$ cat config.mk
export PLATFORM = sky130hd
export DESIGN_NAME = four_square_diagonal_cipher
export DESIGN_NICKNAME = d
export VERILOG_FILES = /design/src/hw/rtl/fsdc_pkg.sv /design/src/hw/rtl/fsdc_square.sv /design/src/hw/rtl/fsdc_pair.sv /design/src/hw/rtl/four_square_diagonal_cipher.sv
export SDC_FILE = /design/constraint.sdc
export NUM_CORES = 1
export LEC_CHECK = 0
export BUFFER_PORTS_ARGS = -buffer_cell sky130_fd_sc_hd__clkbuf_2
export CORE_MARGIN = 1
export CORE_UTILIZATION = 57
export CTS_BUF_LIST = sky130_fd_sc_hd__clkbuf_4 sky130_fd_sc_hd__clkbuf_8
export CTS_CLUSTER_DIAMETER = 40
export DETAILED_ROUTE_END_ITERATION = 10
export PLACE_DENSITY = 0.73
export SYNTH_ARGS = -nofsm -noshare
export SYNTH_HDL_FRONTEND = slang
export SYNTH_SLANG_ARGS = --single-unit
$ cat constraint.sdc
create_clock -name clk -period 23.2 [get_ports clk]
set_input_delay 3.48 -clock clk [delete_from_list [all_inputs] [get_ports clk]]
set_output_delay 3.48 -clock clk [all_outputs]
set_load 0.02 [all_outputs]
$ cat src/hw/rtl/fsdc_pkg.sv
// Shared types, tables and small arithmetic helpers for the four-square
// diagonal cipher. No dependencies.
package fsdc_pkg;

  localparam int Side = 5;
  localparam int Cells = 25;
  localparam logic [4:0] CELLS_LIM = 5'd25;
  localparam logic [4:0] FALLBACK_LETTER = 5'd9;

  // Function codes
  localparam logic [1:0] FUNC_ENC = 2'd0;
  localparam logic [1:0] FUNC_DEC = 2'd1;
  localparam logic [1:0] FUNC_LOAD_UPPER = 2'd2;
  localparam logic [1:0] FUNC_LOAD_LOWER = 2'd3;

  // Row and column of a cell index; entries past the square read as zero
  localparam logic [2:0] ROW_OF [32] = '{
    3'd0, 3'd0, 3'd0, 3'd0, 3'd0,
    3'd1, 3'd1, 3'd1, 3'd1, 3'd1,
    3'd2, 3'd2, 3'd2, 3'd2, 3'd2,
    3'd3, 3'd3, 3'd3, 3'd3, 3'd3,
    3'd4, 3'd4, 3'd4, 3'd4, 3'd4,
    3'd0, 3'd0, 3'd0, 3'd0, 3'd0, 3'd0, 3'd0
  };
  localparam logic [2:0] COL_OF [32] = '{
    3'd0, 3'd1, 3'd2, 3'd3, 3'd4,
    3'd0, 3'd1, 3'd2, 3'd3, 3'd4,
    3'd0, 3'd1, 3'd2, 3'd3, 3'd4,
    3'd0, 3'd1, 3'd2, 3'd3, 3'd4,
    3'd0, 3'd1, 3'd2, 3'd3, 3'd4,
    3'd0, 3'd0, 3'd0, 3'd0, 3'd0, 3'd0, 3'd0
  };

  // Write request into one keyed square
  typedef struct packed {
    logic       en;
    logic [4:0] addr;
    logic [4:0] letter;
  } sq_wr_t;

  // Out-of-range letters fold to the fallback letter
  function automatic logic [4:0] fix_letter(input logic [4:0] v);
    return (v >= CELLS_LIM) ? FALLBACK_LETTER : v;
  endfunction

  // v mod 5 for v in 0..14
  function automatic logic [2:0] mod5(input logic [3:0] v);
    logic [3:0] t;
    if (v >= 4'd10) t = v - 4'd10;
    else if (v >= 4'd5) t = v - 4'd5;
    else t = v;
    return t[2:0];
  endfunction

  // row*5 + col
  function automatic logic [4:0] cell_of(input logic [2:0] r, input logic [2:0] c);
    return ({2'b00, r} << 2) + {2'b00, r} + {2'b00, c};
  endfunction

  // Inverse diagonal map on (row, col), giving a cell index
  function automatic logic [4:0] undiag(input logic [2:0] r, input logic [2:0] c);
    logic [2:0] oc;
    logic [2:0] orow;
    oc = mod5({1'b0, c} + 4'd5 - {1'b0, r});
    orow = mod5({1'b0, r} + 4'd5 - {1'b0, oc});
    return cell_of(orow, oc);
  endfunction

endpackage

$ cat src/hw/rtl/fsdc_square.sv
// One keyed square: letter at each cell and cell of each letter, in flops.
// Depends on fsdc_pkg.
module fsdc_square (
  input  logic               clk,
  input  logic               rst,
  input  fsdc_pkg::sq_wr_t   wr,
  input  logic [4:0]         letter_addr,
  input  logic [4:0]         place_addr,
  output logic [4:0]         letter_rd,
  output logic [4:0]         place_rd
);

  logic [4:0] letters [fsdc_pkg::Cells];
  logic [4:0] places  [fsdc_pkg::Cells];

  // Identity on reset; a load writes the cell and the letter's place
  always_ff @(posedge clk) begin
    if (rst) begin
      for (int i = 0; i < fsdc_pkg::Cells; i++) begin
        letters[i] <= 5'(i);
        places[i]  <= 5'(i);
      end
    end else if (wr.en) begin
      letters[wr.addr]  <= wr.letter;
      places[wr.letter] <= wr.addr;
    end
  end

  // Addresses above the square read as zero
  assign letter_rd = (letter_addr < fsdc_pkg::CELLS_LIM) ? letters[letter_addr] : 5'd0;
  assign place_rd  = (place_addr < fsdc_pkg::CELLS_LIM) ? places[place_addr] : 5'd0;

endmodule

$ cat src/hw/rtl/fsdc_pair.sv
// Pair datapath: diagonal map, square addressing and inverse map.
// Depends on fsdc_pkg; reads are served by two fsdc_square instances.
module fsdc_pair (
  input  logic [4:0] a,
  input  logic [4:0] b,
  input  logic       decrypt,
  output logic [4:0] upper_cell,
  output logic [4:0] lower_cell,
  input  logic [4:0] upper_letter,
  input  logic [4:0] lower_letter,
  input  logic [4:0] upper_place,
  input  logic [4:0] lower_place,
  output logic [4:0] res_first,
  output logic [4:0] res_second
);

  logic [2:0] ar, ac, br, bc;
  logic [2:0] r1, c1, r2, c2;
  logic [2:0] pr1, pc1, pr2, pc2;

  // Diagonal map of both input letters
  always_comb begin
    ar = fsdc_pkg::ROW_OF[a];
    ac = fsdc_pkg::COL_OF[a];
    br = fsdc_pkg::ROW_OF[b];
    bc = fsdc_pkg::COL_OF[b];
    r1 = fsdc_pkg::mod5({1'b0, ar} + {1'b0, ac});
    c1 = fsdc_pkg::mod5({1'b0, ar} + {ac, 1'b0});
    r2 = fsdc_pkg::mod5({1'b0, br} + {1'b0, bc});
    c2 = fsdc_pkg::mod5({1'b0, br} + {bc, 1'b0});
  end

  assign upper_cell = fsdc_pkg::cell_of(r1, c2);
  assign lower_cell = fsdc_pkg::cell_of(r2, c1);

  // Decrypt: places back through the inverse map; encrypt: letters from the squares
  always_comb begin
    pr1 = fsdc_pkg::ROW_OF[upper_place];
    pc1 = fsdc_pkg::COL_OF[upper_place];
    pr2 = fsdc_pkg::ROW_OF[lower_place];
    pc2 = fsdc_pkg::COL_OF[lower_place];
    if (decrypt) begin
      res_first  = fsdc_pkg::undiag(pr1, pc2);
      res_second = fsdc_pkg::undiag(pr2, pc1);
    end else begin
      res_first  = upper_letter;
      res_second = lower_letter;
    end
  end

endmodule

$ cat src/hw/rtl/four_square_diagonal_cipher.sv
// Top level of the four-square diagonal cipher: input register, two keyed
// squares, pair datapath and result register. Depends on fsdc_pkg,
// fsdc_square and fsdc_pair.
//
//   channel | valid        | ready        | payload
//   --------+--------------+--------------+------------------------------------------
//   item    | item_valid   | item_ready   | func, first_letter, second_letter, cell_req
//   result  | result_valid | result_ready | out_first, out_second
//
// One item per cycle sustained while results are taken; a pair's result passes
// the input register, then the result register. Loads give no result and
// update the squares as they leave the input register, so a following pair
// sees them. Reset sets both squares to identity and empties both registers.
// A stalled result holds the input register for pairs only; loads pass on.
module four_square_diagonal_cipher (
  input  logic       clk,
  input  logic       rst,
  input  logic       item_valid,
  output logic       item_ready,
  input  logic [1:0] func,
  input  logic [4:0] first_letter,
  input  logic [4:0] second_letter,
  input  logic [4:0] cell_req,
  output logic       result_valid,
  input  logic       result_ready,
  output logic [4:0] out_first,
  output logic [4:0] out_second
);

  logic       s1_valid;
  logic [1:0] s1_func;
  logic [4:0] s1_a;
  logic [4:0] s1_b;
  logic [4:0] s1_cell;
  logic       s1_load;
  logic       s1_go;

  fsdc_pkg::sq_wr_t upper_wr, lower_wr;
  logic [4:0] upper_cell, lower_cell;
  logic [4:0] upper_letter, lower_letter, upper_place, lower_place;
  logic [4:0] res_first, res_second;

  // Stage advance: loads always move, pairs need room in the result register
  assign s1_load    = (s1_func == fsdc_pkg::FUNC_LOAD_UPPER)
                   || (s1_func == fsdc_pkg::FUNC_LOAD_LOWER);
  assign s1_go      = s1_valid && (s1_load || !result_valid || result_ready);
  assign item_ready = !s1_valid || s1_go;

  // Input register
  always_ff @(posedge clk) begin
    if (rst) begin
      s1_valid <= 1'b0;
    end else if (item_ready) begin
      s1_valid <= item_valid;
    end
  end

  always_ff @(posedge clk) begin
    if (item_ready && item_valid) begin
      s1_func <= func;
      s1_a    <= fsdc_pkg::fix_letter(first_letter);
      s1_b    <= fsdc_pkg::fix_letter(second_letter);
      s1_cell <= cell_req;
    end
  end

  // Square writes; cells past the square are dropped
  always_comb begin
    upper_wr.en     = s1_go && (s1_func == fsdc_pkg::FUNC_LOAD_UPPER)
                   && (s1_cell < fsdc_pkg::CELLS_LIM);
    upper_wr.addr   = s1_cell;
    upper_wr.letter = s1_a;
    lower_wr.en     = s1_go && (s1_func == fsdc_pkg::FUNC_LOAD_LOWER)
                   && (s1_cell < fsdc_pkg::CELLS_LIM);
    lower_wr.addr   = s1_cell;
    lower_wr.letter = s1_a;
  end

  fsdc_square u_upper (
    .clk         (clk),
    .rst         (rst),
    .wr          (upper_wr),
    .letter_addr (upper_cell),
    .place_addr  (s1_a),
    .letter_rd   (upper_letter),
    .place_rd    (upper_place)
  );

  fsdc_square u_lower (
    .clk         (clk),
    .rst         (rst),
    .wr          (lower_wr),
    .letter_addr (lower_cell),
    .place_addr  (s1_b),
    .letter_rd   (lower_letter),
    .place_rd    (lower_place)
  );

  fsdc_pair u_pair (
    .a            (s1_a),
    .b            (s1_b),
    .decrypt      (s1_func == fsdc_pkg::FUNC_DEC),
    .upper_cell   (upper_cell),
    .lower_cell   (lower_cell),
    .upper_letter (upper_letter),
    .lower_letter (lower_letter),
    .upper_place  (upper_place),
    .lower_place  (lower_place),
    .res_first    (res_first),
    .res_second   (res_second)
  );

  // Result register
  always_ff @(posedge clk) begin
    if (rst) begin
      result_valid <= 1'b0;
    end else if (s1_go && !s1_load) begin
      result_valid <= 1'b1;
    end else if (result_ready) begin
      result_valid <= 1'b0;
    end
  end

  always_ff @(posedge clk) begin
    if (s1_go && !s1_load) begin
      out_first  <= res_first;
      out_second <= res_second;
    end
  end

  // A pair leaving the input register always lands in the result register
  a_pair_lands: assert property (@(posedge clk) disable iff (rst)
    (s1_go && !s1_load) |=> result_valid)
    else $error("pair lost between stages");

  // An empty input register always takes a transfer
  a_empty_ready: assert property (@(posedge clk) disable iff (rst)
    !s1_valid |-> item_ready)
    else $error("input register empty but not ready");

  // A held pair keeps its operands
  a_hold: assert property (@(posedge clk) disable iff (rst)
    (s1_valid && !s1_go) |=> (s1_valid && $stable(s1_a) && $stable(s1_b)))
    else $error("held pair changed");

  // Results are always letters of the square
  a_range: assert property (@(posedge clk) disable iff (rst)
    result_valid |-> (out_first < 5'd25 && out_second < 5'd25))
    else $error("result letter out of range");

endmodule
# [After elaboration in Yosys (flattened, before gate mapping)]
# Memories as Yosys holds them, arrays and structs flattened. A register that Yosys moved wholly into a read port is not among the register bits.
# Index checks and enable logic that the tools add are counted.
[op_classes] add_sub_neg=36 muxes=68 order_cmp=27 eq_ne=3 n_bitwise=4 reduce_logical=19
[op_table] operator="2-to-1 mux 3 bit" count=36
[op_table] operator="2-to-1 mux 5 bit" count=18
[op_table] operator="adder 5 x 3 -> 5 bit" count=8
[op_table] operator=">= comparator 4 x 3 -> 1 bit (second input constant)" count=8
[op_table] operator=">= comparator 4 bit (second input constant)" count=8
[op_table] operator="less-than comparator 5 bit (second input constant)" count=5
[op_table] operator=">= comparator 6 bit (second input constant)" count=4
[op_table] operator="inverter 5 -> 6 bit" count=4
[op_table] operator="subtractor 3 x 2 -> 3 bit (second input constant)" count=8
[op_table] operator="subtractor 3 bit (second input constant)" count=8
[op_table] operator="OR reduction 5 bit" count=4
[op_table] operator="adder 3 x 3 -> 4 bit (second input constant)" count=4
[op_table] operator="subtractor 4 x 3 -> 4 bit" count=4
[op_table] operator="2-to-1 mux 1 bit" count=14
[op_table] operator=">= comparator 5 bit (second input constant)" count=2
[op_table] operator="adder 3 x 3 -> 4 bit" count=2
[op_table] operator="adder 3 x 4 -> 4 bit" count=2
[op_table] operator="logical AND 1 bit" count=7
[op_table] operator="equality test 2 bit (second input constant)" count=2
[op_table] operator="logical OR 1 bit" count=4
[op_table] operator="logical NOT 1 bit" count=3
[op_table] operator="equality test 2 x 1 -> 1 bit (second input constant)" count=1
[op_table] operator="nonzero test 2 bit" count=1
[word_totals] in_bits=21 register_bits=29 memories=12 out_inout_bits=12 mem_bits_ro=768 ramBits=500
[mem_list] name="u_lower.letters" words=25 width=5 read_ports=1 rd_ports_with_merged_regs=0 wr=25 line_no="fsdc_square.sv:13" rtl="logic [4:0] letters [fsdc_pkg::Cells];"
[mem_list] name="u_lower.places" words=25 width=5 read_ports=1 rd_ports_with_merged_regs=1 wr=25 line_no="fsdc_square.sv:14" rtl="logic [4:0] places [fsdc_pkg::Cells];"
[mem_list] name="u_upper.letters" words=25 width=5 read_ports=1 rd_ports_with_merged_regs=0 wr=25 line_no="fsdc_square.sv:13"
[mem_list] name="u_upper.places" words=25 width=5 read_ports=1 rd_ports_with_merged_regs=1 wr=25 line_no="fsdc_square.sv:14"
[mem_list] name="(no name shown)" words=32 width=3 read_ports=1 rd_ports_with_merged_regs=0 wr=0 line_no="fsdc_pair.sv:38" rtl="pr1 = fsdc_pkg::ROW_OF[upper_place];"
[mem_list] name="(no name shown)" words=32 width=3 read_ports=1 rd_ports_with_merged_regs=0 wr=0 line_no="fsdc_pair.sv:39" rtl="pc1 = fsdc_pkg::COL_OF[upper_place];"
[mem_list] name="+6 memories"

# [Depth between registers and ports, before layout]
# Gate-level depths: netlist of the first run.
[depth] word_depth=20 ltp_mapped=39 depth_no_buf=35

# [Cells and area by module]
# Synthesis of the first run repeated with hierarchy kept, for this count alone.
[unflattened] hier_cells=2543 hier_area_um2=29144.2
[modules_own_cells] mod="fsdc_square" instances=2 area_each_um2=12184.2 cells_each=989 seq_area_each_um2=7507.2
[modules_own_cells] mod="fsdc_pair" instances=1 area_each_um2=3742.3 cells_each=507 seq_area_each_um2=0.0
[modules_own_cells] mod="four_square_diagonal_cipher" instances=1 area_each_um2=1033.5 cells_each=58 seq_area_each_um2=850.8

# [Worst setup path after synthesis of the first run]
# Ideal clock, no wire load.
[synth_timing] path_kind="register to register" from="register with a tool-made name" to="register out_second[4] (data pin)" arrival_time_ps=7361 n_path_buf=4 t_required_ps=22936 path_slack_ps=15575 setup_ps=264 path_stages_with_launch=36 path_cell_list="dfxtp_1 buf_6 buf_6 buf_4 buf_4 mux4_2 a22oi_1 nand3_1 a21o_1 inv_1 ha_1 mux2i_1 nand3b_1 and3_1 ha_1 inv_1 ha_1 fa_1 xnor2_1 inv_1 a211o_1 o21ai_0 ha_1 inv_1 ha_1 fa_1 or3_1 a21oi_1 xnor2_1 fa_1 ha_1 a21o_1 a21oi_1 xnor2_1 a22oi_1 o21ai_0"
[synth_rtl] item="end signal, assigned" line_no="four_square_diagonal_cipher.sv:127" rtl="out_second <= res_second;"
[synth_rtl] item="end, declared" line_no="four_square_diagonal_cipher.sv:27" rtl="output logic [4:0] out_second"

==> flow_metrics.py, run 1 <==
metrics = {
    "synthesis": {
        "yosys-top-cells-count": "646 x edfxtp_1, 173 x clkbuf_1, 169 x or3_1",
        "synth.distinct_cells": 71,
        "postSynthCellCount": 2427,
        "yosys-top-cells-area": "edfxtp_1 58%, mux4_2 10%, ha_1 3.3%, or3_1 3.2%, and3_1 2.6%",
        "ys.flop_type": "edfxtp_1",
        "avgSynthCellArea_um2": 13.8,
        "synth_edf_count": 646,
        "yosysWarnings": 0,
        "synth_top_area_share_pct": 58.0,
        "synthArstFlopShare_pct": 0,
        "syn_area_mm2": 0.0334,
        "ys_ff_latch": 658,
        "synth.most_common_cell": "edfxtp_1",
        "synth_top_area_cell": "edfxtp_1",
        "ys_seq_area_share_pct": 58.7,
    },
    "setup_path": {
        "cpMostUsedCell": "ha_1",
        "required_ns": 23.64,
        "cpPeakStageDelay_ns": 0.64,
        "cp_max_fo": 35,
        "end_kind": "flop",
        "startpoint_type": "flop",
        "path_delay_family": "adder cells",
        "arrival_ns": 9.45,
        "critPathSlowestCell": "mux4_1",
        "crit_type": "flop to flop",
        "cp.buffers_inverters": 4,
    },
    "power": {
        "leakage_nw": 12.9,
        "power_density_mw_per_mm2": 133,
        "ir_drop_v": 0.000244,
        "report.power.total_w": 0.00485,
    },
    "final_layout": {
        "nets": 2578,
        "area_growth_pct": 9.03,
        "drive_gt1_share_pct": 19.5,
    },
    "route": {
        "routed_wl_um": 79700,
        "antenna_left": 0,
        "wl_per_cell_um": 24.1,
        "vias_per_cell": 6.32,
        "first_pass_iters": 8,
        "drc": 0,
        "drt-initial-drc-count": 2503,
        "route.vias.total": 20900,
    },
    "placement": {
        "gp_congestion": 0.873,
        "io_buffers": 32,
        "dp_hpwl_um": 49300,
    },
    "status": {
        "outcome": "complete, no violations",
    },
    "die": {
        "rows": 88,
        "die_w_um": 244,
        "io_pins": 33,
        "die_y_um": 244,
        "start_util_pct": 57.9,
        "die_area_mm2": 0.0597,
        "core_area_mm2": 0.0578,
    },
    "timing": {
        "setup_violations": 0,
        "tns_ns": 0,
        "slew_headroom_pct": 17.0,
        "rsz0062_at_grt": "no",
        "finalCritPeriodShare_pct": 38.8,
        "hold_violations": 0,
        "fin_crit_ns": 9.01,
        "maxSlewViolCount": 0,
        "skew_ns": 0.0267,
        "fmax_mhz": 111,
        "max_slew.worst_pin.slew_ns": 1.24,
    },
    "cts": {
        "tritoncts": "done",
        "post_cts_resized": 0,
        "clk_pin_slew_ns": 0.06,
        "htree_levels": 3,
        "clockRootBuffer": "clkbuf_8",
        "holdBufCountCts": 0,
        "cts_buffers": 111,
        "cts_setup_buffers": 0,
        "clk_latency_ns": 0.72,
        "cts.sinks": 658,
        "cts_buffer_depth": 3,
    },
    "run": {
        "maxCapViolCount": 0,
    },
    "hold_path": {
        "min_path_type": "flop to flop",
    },
    "grt": {
        "grt_max_degree": 77,
        "grtUsageTotal_pct": 27.3,
        "antenna_found_initial": 2,
        "grt_pass1_wl_um": 123000,
        "grt_overflow_total": 0,
        "grt_pass1_vias": 20900,
    },
}
==> final timing paths <==
path / startpoint / end / cells after the start / slack, ns
worst max-delay path: flop / out_second[4] / 32 / 14.19
worst min-delay path: result_valid / result_valid / 2 / 0.53
worst max register to register: flop / out_second[4] / 32 / 14.19
worst min register to register: result_valid / result_valid / 2 / 0.53
==> metal layers <==
metal	vias up	wire, um	share of wire (%)	track usage (%)
li1	9203	-	-	-
met1	10500	32800	41	39.7
met2	1078	37300	47	42.3
met3	116	7760	9.7	4.37
met4	0	1850	2.3	8.81
met5	-	0	0	0
==> worst register-to-register path: cells and delay by family (launching register included) <==
| kind | cells | cell delay [ns] |
|---|---|---|
| AO/OA/AOI/OAI | 8 | 1.70 |
| XOR/XNOR | 3 | 0.73 |
| multiplexers | 4 | 1.46 |
| adder cells (fa/ha/maj) | 9 | 2.92 |
| flip-flops | 1 | 0.31 |
| AND/OR/NAND/NOR | 4 | 0.80 |
| buffers and inverters | 4 | 0.78 |
==> state kept, by name, indices dropped and copies added (netlist names), 2 cells and up, named ones only <==
register	cells
u_lower.places	160
u_upper.places	160
u_lower.letters	153
u_upper.letters	146
out_first	5
out_second	5
s1_a	5
s1_b	5
s1_cell	5
s1_func	2
==> cell usage in the layout, fill, tap and decap left out, types with 17 or more instances in the layout <==
cell      count
a21o_1       42
a21oi_1      46
and2_1      116
and3_1      140
buf_4        40
clkbuf_2     31
clkbuf_4     30
clkbuf_8    114
clkinv_1     31
clkinv_2     17
conb_1       49
edfxtp_1    646
ha_1         86
inv_1        89
mux2_2       20
mux2i_1      49
mux4_2      154
nand2_1     117
nand2b_1     28
nand3_1      26
nor2_1      112
nor2b_1      22
nor3_1       52
o21ai_0      34
o21bai_1     25
or2_2        55
or3_1       169
xnor2_1      19
==> per-stage QoR <==
stage          setup WS [ns]  util (%)  area [um2]  std cells  hold WS [ns]
4_1_cts                14.29      63.1       36500       3308         0.532
5_1_grt                13.56      63.1       36500       3310         0.597
3_5_place_dp           14.30      59.1       34200       3105         0.523
6_report               14.19      63.1       36500       3311         0.526
2_1_floorplan          15.58         -       33600       2475         0.489
3_3_place_gp           14.64      59.1       34200       3105         0.496
==> final cells by class <==
cell class	count	area, um2
Antenna cell	3	7.51
Clock buffer	144	1790
Clock inverter	59	479
Fill cell	4123	21300
Inverter	92	345
Multi-Input combinational cell	1519	12800
Sequential cell	658	19600
Tap cell	765	957
Timing Repair Buffer	71	455
==> report_power, final <==
part           internal, W  switching [W]  total (W)  leakage [nW]
clock network     0.000594       0.000467    0.00106          1.19
registers          0.00137      0.0000258    0.00140          5.96
logic              0.00105        0.00134    0.00239          5.77
==> cell families after synthesis <==
group	share of synthesized area, %
xor+xnor	0.733
simple gates	14.3
fa+ha+maj	4.25
compound gates	4.85
other cells	0.0112
flops	58.7
buf+inv	3.71
mux	13.4
Power figures use the tool's default switching activity.
==> run 2, diff against run 1 <==
--- a/config.mk
+++ b/config.mk
@@ -11,7 +11,7 @@
 export CTS_BUF_LIST = sky130_fd_sc_hd__clkbuf_4 sky130_fd_sc_hd__clkbuf_8
 export CTS_CLUSTER_DIAMETER = 40
 export DETAILED_ROUTE_END_ITERATION = 10
-export PLACE_DENSITY = 0.73
+export PLACE_DENSITY = 0.76
 export SYNTH_ARGS = -nofsm -noshare
 export SYNTH_HDL_FRONTEND = slang
 export SYNTH_SLANG_ARGS = --single-unit
==> constraint.sdc (replaced) <==
create_clock -name clk -period 7.5 [get_ports clk]
set_input_delay 1.125 -clock clk [delete_from_list [all_inputs] [get_ports clk]]
set_output_delay 1.125 -clock clk [all_outputs]
set_load 0.02 [all_outputs]
==> run 2 against run 1 <==
Effect of this change:
- clock-buffer cell count increased by 2
- critical endpoint is now out_first[2]
- register-to-register slack got worse by 14 ns
- critical path depth increased by 3
- worst setup slack got worse by 14 ns
- cell count increased by 3.7%
==> flow_metrics.py, run 2 (synthesis gave the netlist of run 1 again) <==
metrics = {
    "status": {
        "outcome": "complete, no violations",
    },
    "power": {
        "p_seq_share_pct": 24.1,
        "leakage_nw": 13.7,
        "power_density_mw_per_mm2": 468,
        "p_sw_w": 0.00668,
        "clkPwrFrac_pct": 18.9,
        "p_comb_share_pct": 57.0,
        "ir_drop_v": 0.000649,
        "p_int_w": 0.0112,
        "swShare_pct": 37.4,
    },
    "route": {
        "wl_met1_um": 32800,
        "first_pass_iters": 6,
        "drc": 0,
        "routed_wl_um": 83200,
        "top_layer": "met5",
        "antenna_left": 0,
        "wl_per_cell_um": 24.2,
        "vias_per_cell": 6.35,
        "drt-initial-drc-count": 2525,
        "routed-wl-met2_um": 39000,
        "route.vias.total": 21800,
        "wl_met3_um": 8690,
    },
    "hold_path": {
        "whs_path_depth": 2,
        "min_path_type": "flop to flop",
    },
    "setup_path": {
        "critPathSlowestCell": "fa_2",
        "startpoint_type": "flop",
        "reg2reg_depth": 35,
        "cp_max_fo": 8,
        "cpPeakStageDelay_ns": 0.57,
        "required_ns": 7.95,
        "arrival_ns": 7.88,
        "crit_type": "flop to flop",
        "end_kind": "flop",
    },
    "final_layout": {
        "fin_util_pct": 66.0,
        "final_common_cell": "edfxtp_1",
        "nets": 2704,
        "fillers": 3924,
        "area_growth_pct": 14.0,
        "top_regs": "u_lower.places: 160 flops, u_upper.places: 160 flops, u_lower.letters: 153 flops",
        "drive_gt1_share_pct": 26.3,
        "layout_common_cells": "646 x edfxtp_1, 168 x or3_1, 158 x mux4_2, 145 x buf_4, 140 x and3_1",
    },
    "grt": {
        "grt_pass1_wl_um": 127000,
        "antenna_found_initial": 4,
        "grt_overflow_total": 0,
        "grt_max_degree": 73,
        "grt_pass1_vias": 22300,
        "grtUsageTotal_pct": 28.2,
    },
    "timing": {
        "hold_violations": 0,
        "rsz0062_at_grt": "yes",
        "postLayoutSetupSlackWorst_ns": 0.0759,
        "slew_headroom_pct": 16.8,
        "fin_crit_ns": 7.42,
        "maxSlewViolCount": 0,
        "setup_violations": 0,
        "skew_ns": 0.0246,
        "finalCritPeriodShare_pct": 99.0,
        "fmax_mhz": 135,
        "max_slew.worst_pin.slew_ns": 1.24,
    },
    "cts": {
        "tritoncts": "done",
        "clk_pin_slew_ns": 0.06,
        "cts_buffers": 109,
        "cts_buffer_depth": 3,
        "holdBufCountCts": 0,
        "clockRootBuffer": "clkbuf_8",
        "cts.sinks": 658,
        "clk_latency_ns": 0.72,
        "htree_levels": 3,
    },
    "die": {
        "io_pins": 33,
        "core_area_mm2": 0.0578,
        "die_w_um": 244,
        "start_util_pct": 57.9,
        "die_area_mm2": 0.0597,
        "die_y_um": 244,
        "rows": 88,
    },
    "placement": {
        "dp_hpwl_um": 53300,
        "pre_cts_ws_ns": -0.360,
        "gp_congestion": 0.917,
        "io_buffers": 32,
    },
    "run": {
        "maxCapViolCount": 0,
    },
}
## run 2: changes by cell type in the layout (fill, tap and decap cells not counted), sizes merged, moves of 2 or more
cell,change
buf,+126
clkinv,-11
clkbuf,+4
clkinvlp,+4
bufinv,+2
diode,-2
## run 2: through the flow
stage	cells	area (um2)	power [W]	setup TNS, ns	hold slack (ns)
floorplan	2475	33600	0.00998	0	0.489
global placement	3203	35100	0.0124	-0.0224	0.494
detailed placement	3203	35100	0.0129	-1.46	0.504
CTS	3411	37500	0.0166	0	0.519
global route	3433	38100	0.0189	-0.355	0.562
finish	3433	38100	0.0179	0	0.513
## run 2: critical path: cells and delay by family (launching register included)
kind                       cells  cell delay, ns
AOI/OAI and AO/OA              7            0.95
buffers and inverters         10            1.22
and+or+nand+nor                4            1.02
muxes                          3            0.60
DFF                            1            0.37
xor gates and xnor gates       2            0.46
adders and majority gates      9            2.55
## run 2: worst paths after layout
check,slack [ns],endpoint,startpoint
max reg2reg,0.08,out_first[2],flop
min,0.51,result_valid,result_valid
min reg2reg,0.51,result_valid,result_valid
max,0.08,out_first[2],flop
## run 2: power by group through the flow
stage	Sequential, W	Clock [W]	Combinational, W
after global placement	0.00437	0	0.00801
after detailed placement	0.00438	0	0.00848
final	0.00431	0.00337	0.0102
after CTS	0.00430	0.00340	0.00894
after global routing	0.00431	0.00355	0.0110
after floorplan	0.00438	0	0.00560
## run 2: cell type report
class / count / area, um2 / area share [%]
antenna: 1 / 2.50 / 0.00656
clock buffer: 146 / 1820 / 4.76
clock inverter: 53 / 513 / 1.34
inverter: 92 / 348 / 0.912
multi-input combinational: 1519 / 13200 / 34.7
sequential: 658 / 19600 / 51.5
tap: 765 / 957 / 2.51
timing repair buffer: 199 / 1630 / 4.26
## run 2: routing by layer
| layer | GRT usage, % | vias to the layer above |
|---|---|---|
| li1 | - | 9452 |
| met1 | 39.1 | 10900 |
| met2 | 43.9 | 1269 |
| met3 | 5.76 | 175 |
| met5 | 0 | - |
| met4 | 11.9 | 2 |
## run 2: repair_timing
item / in CTS / in global routing
pin swaps: 16 / 54
cloned: 0 / 2
setup buffers: 9 / 19
resized for setup: 32 / 100
endpoints found under the setup margin: 6 / 7
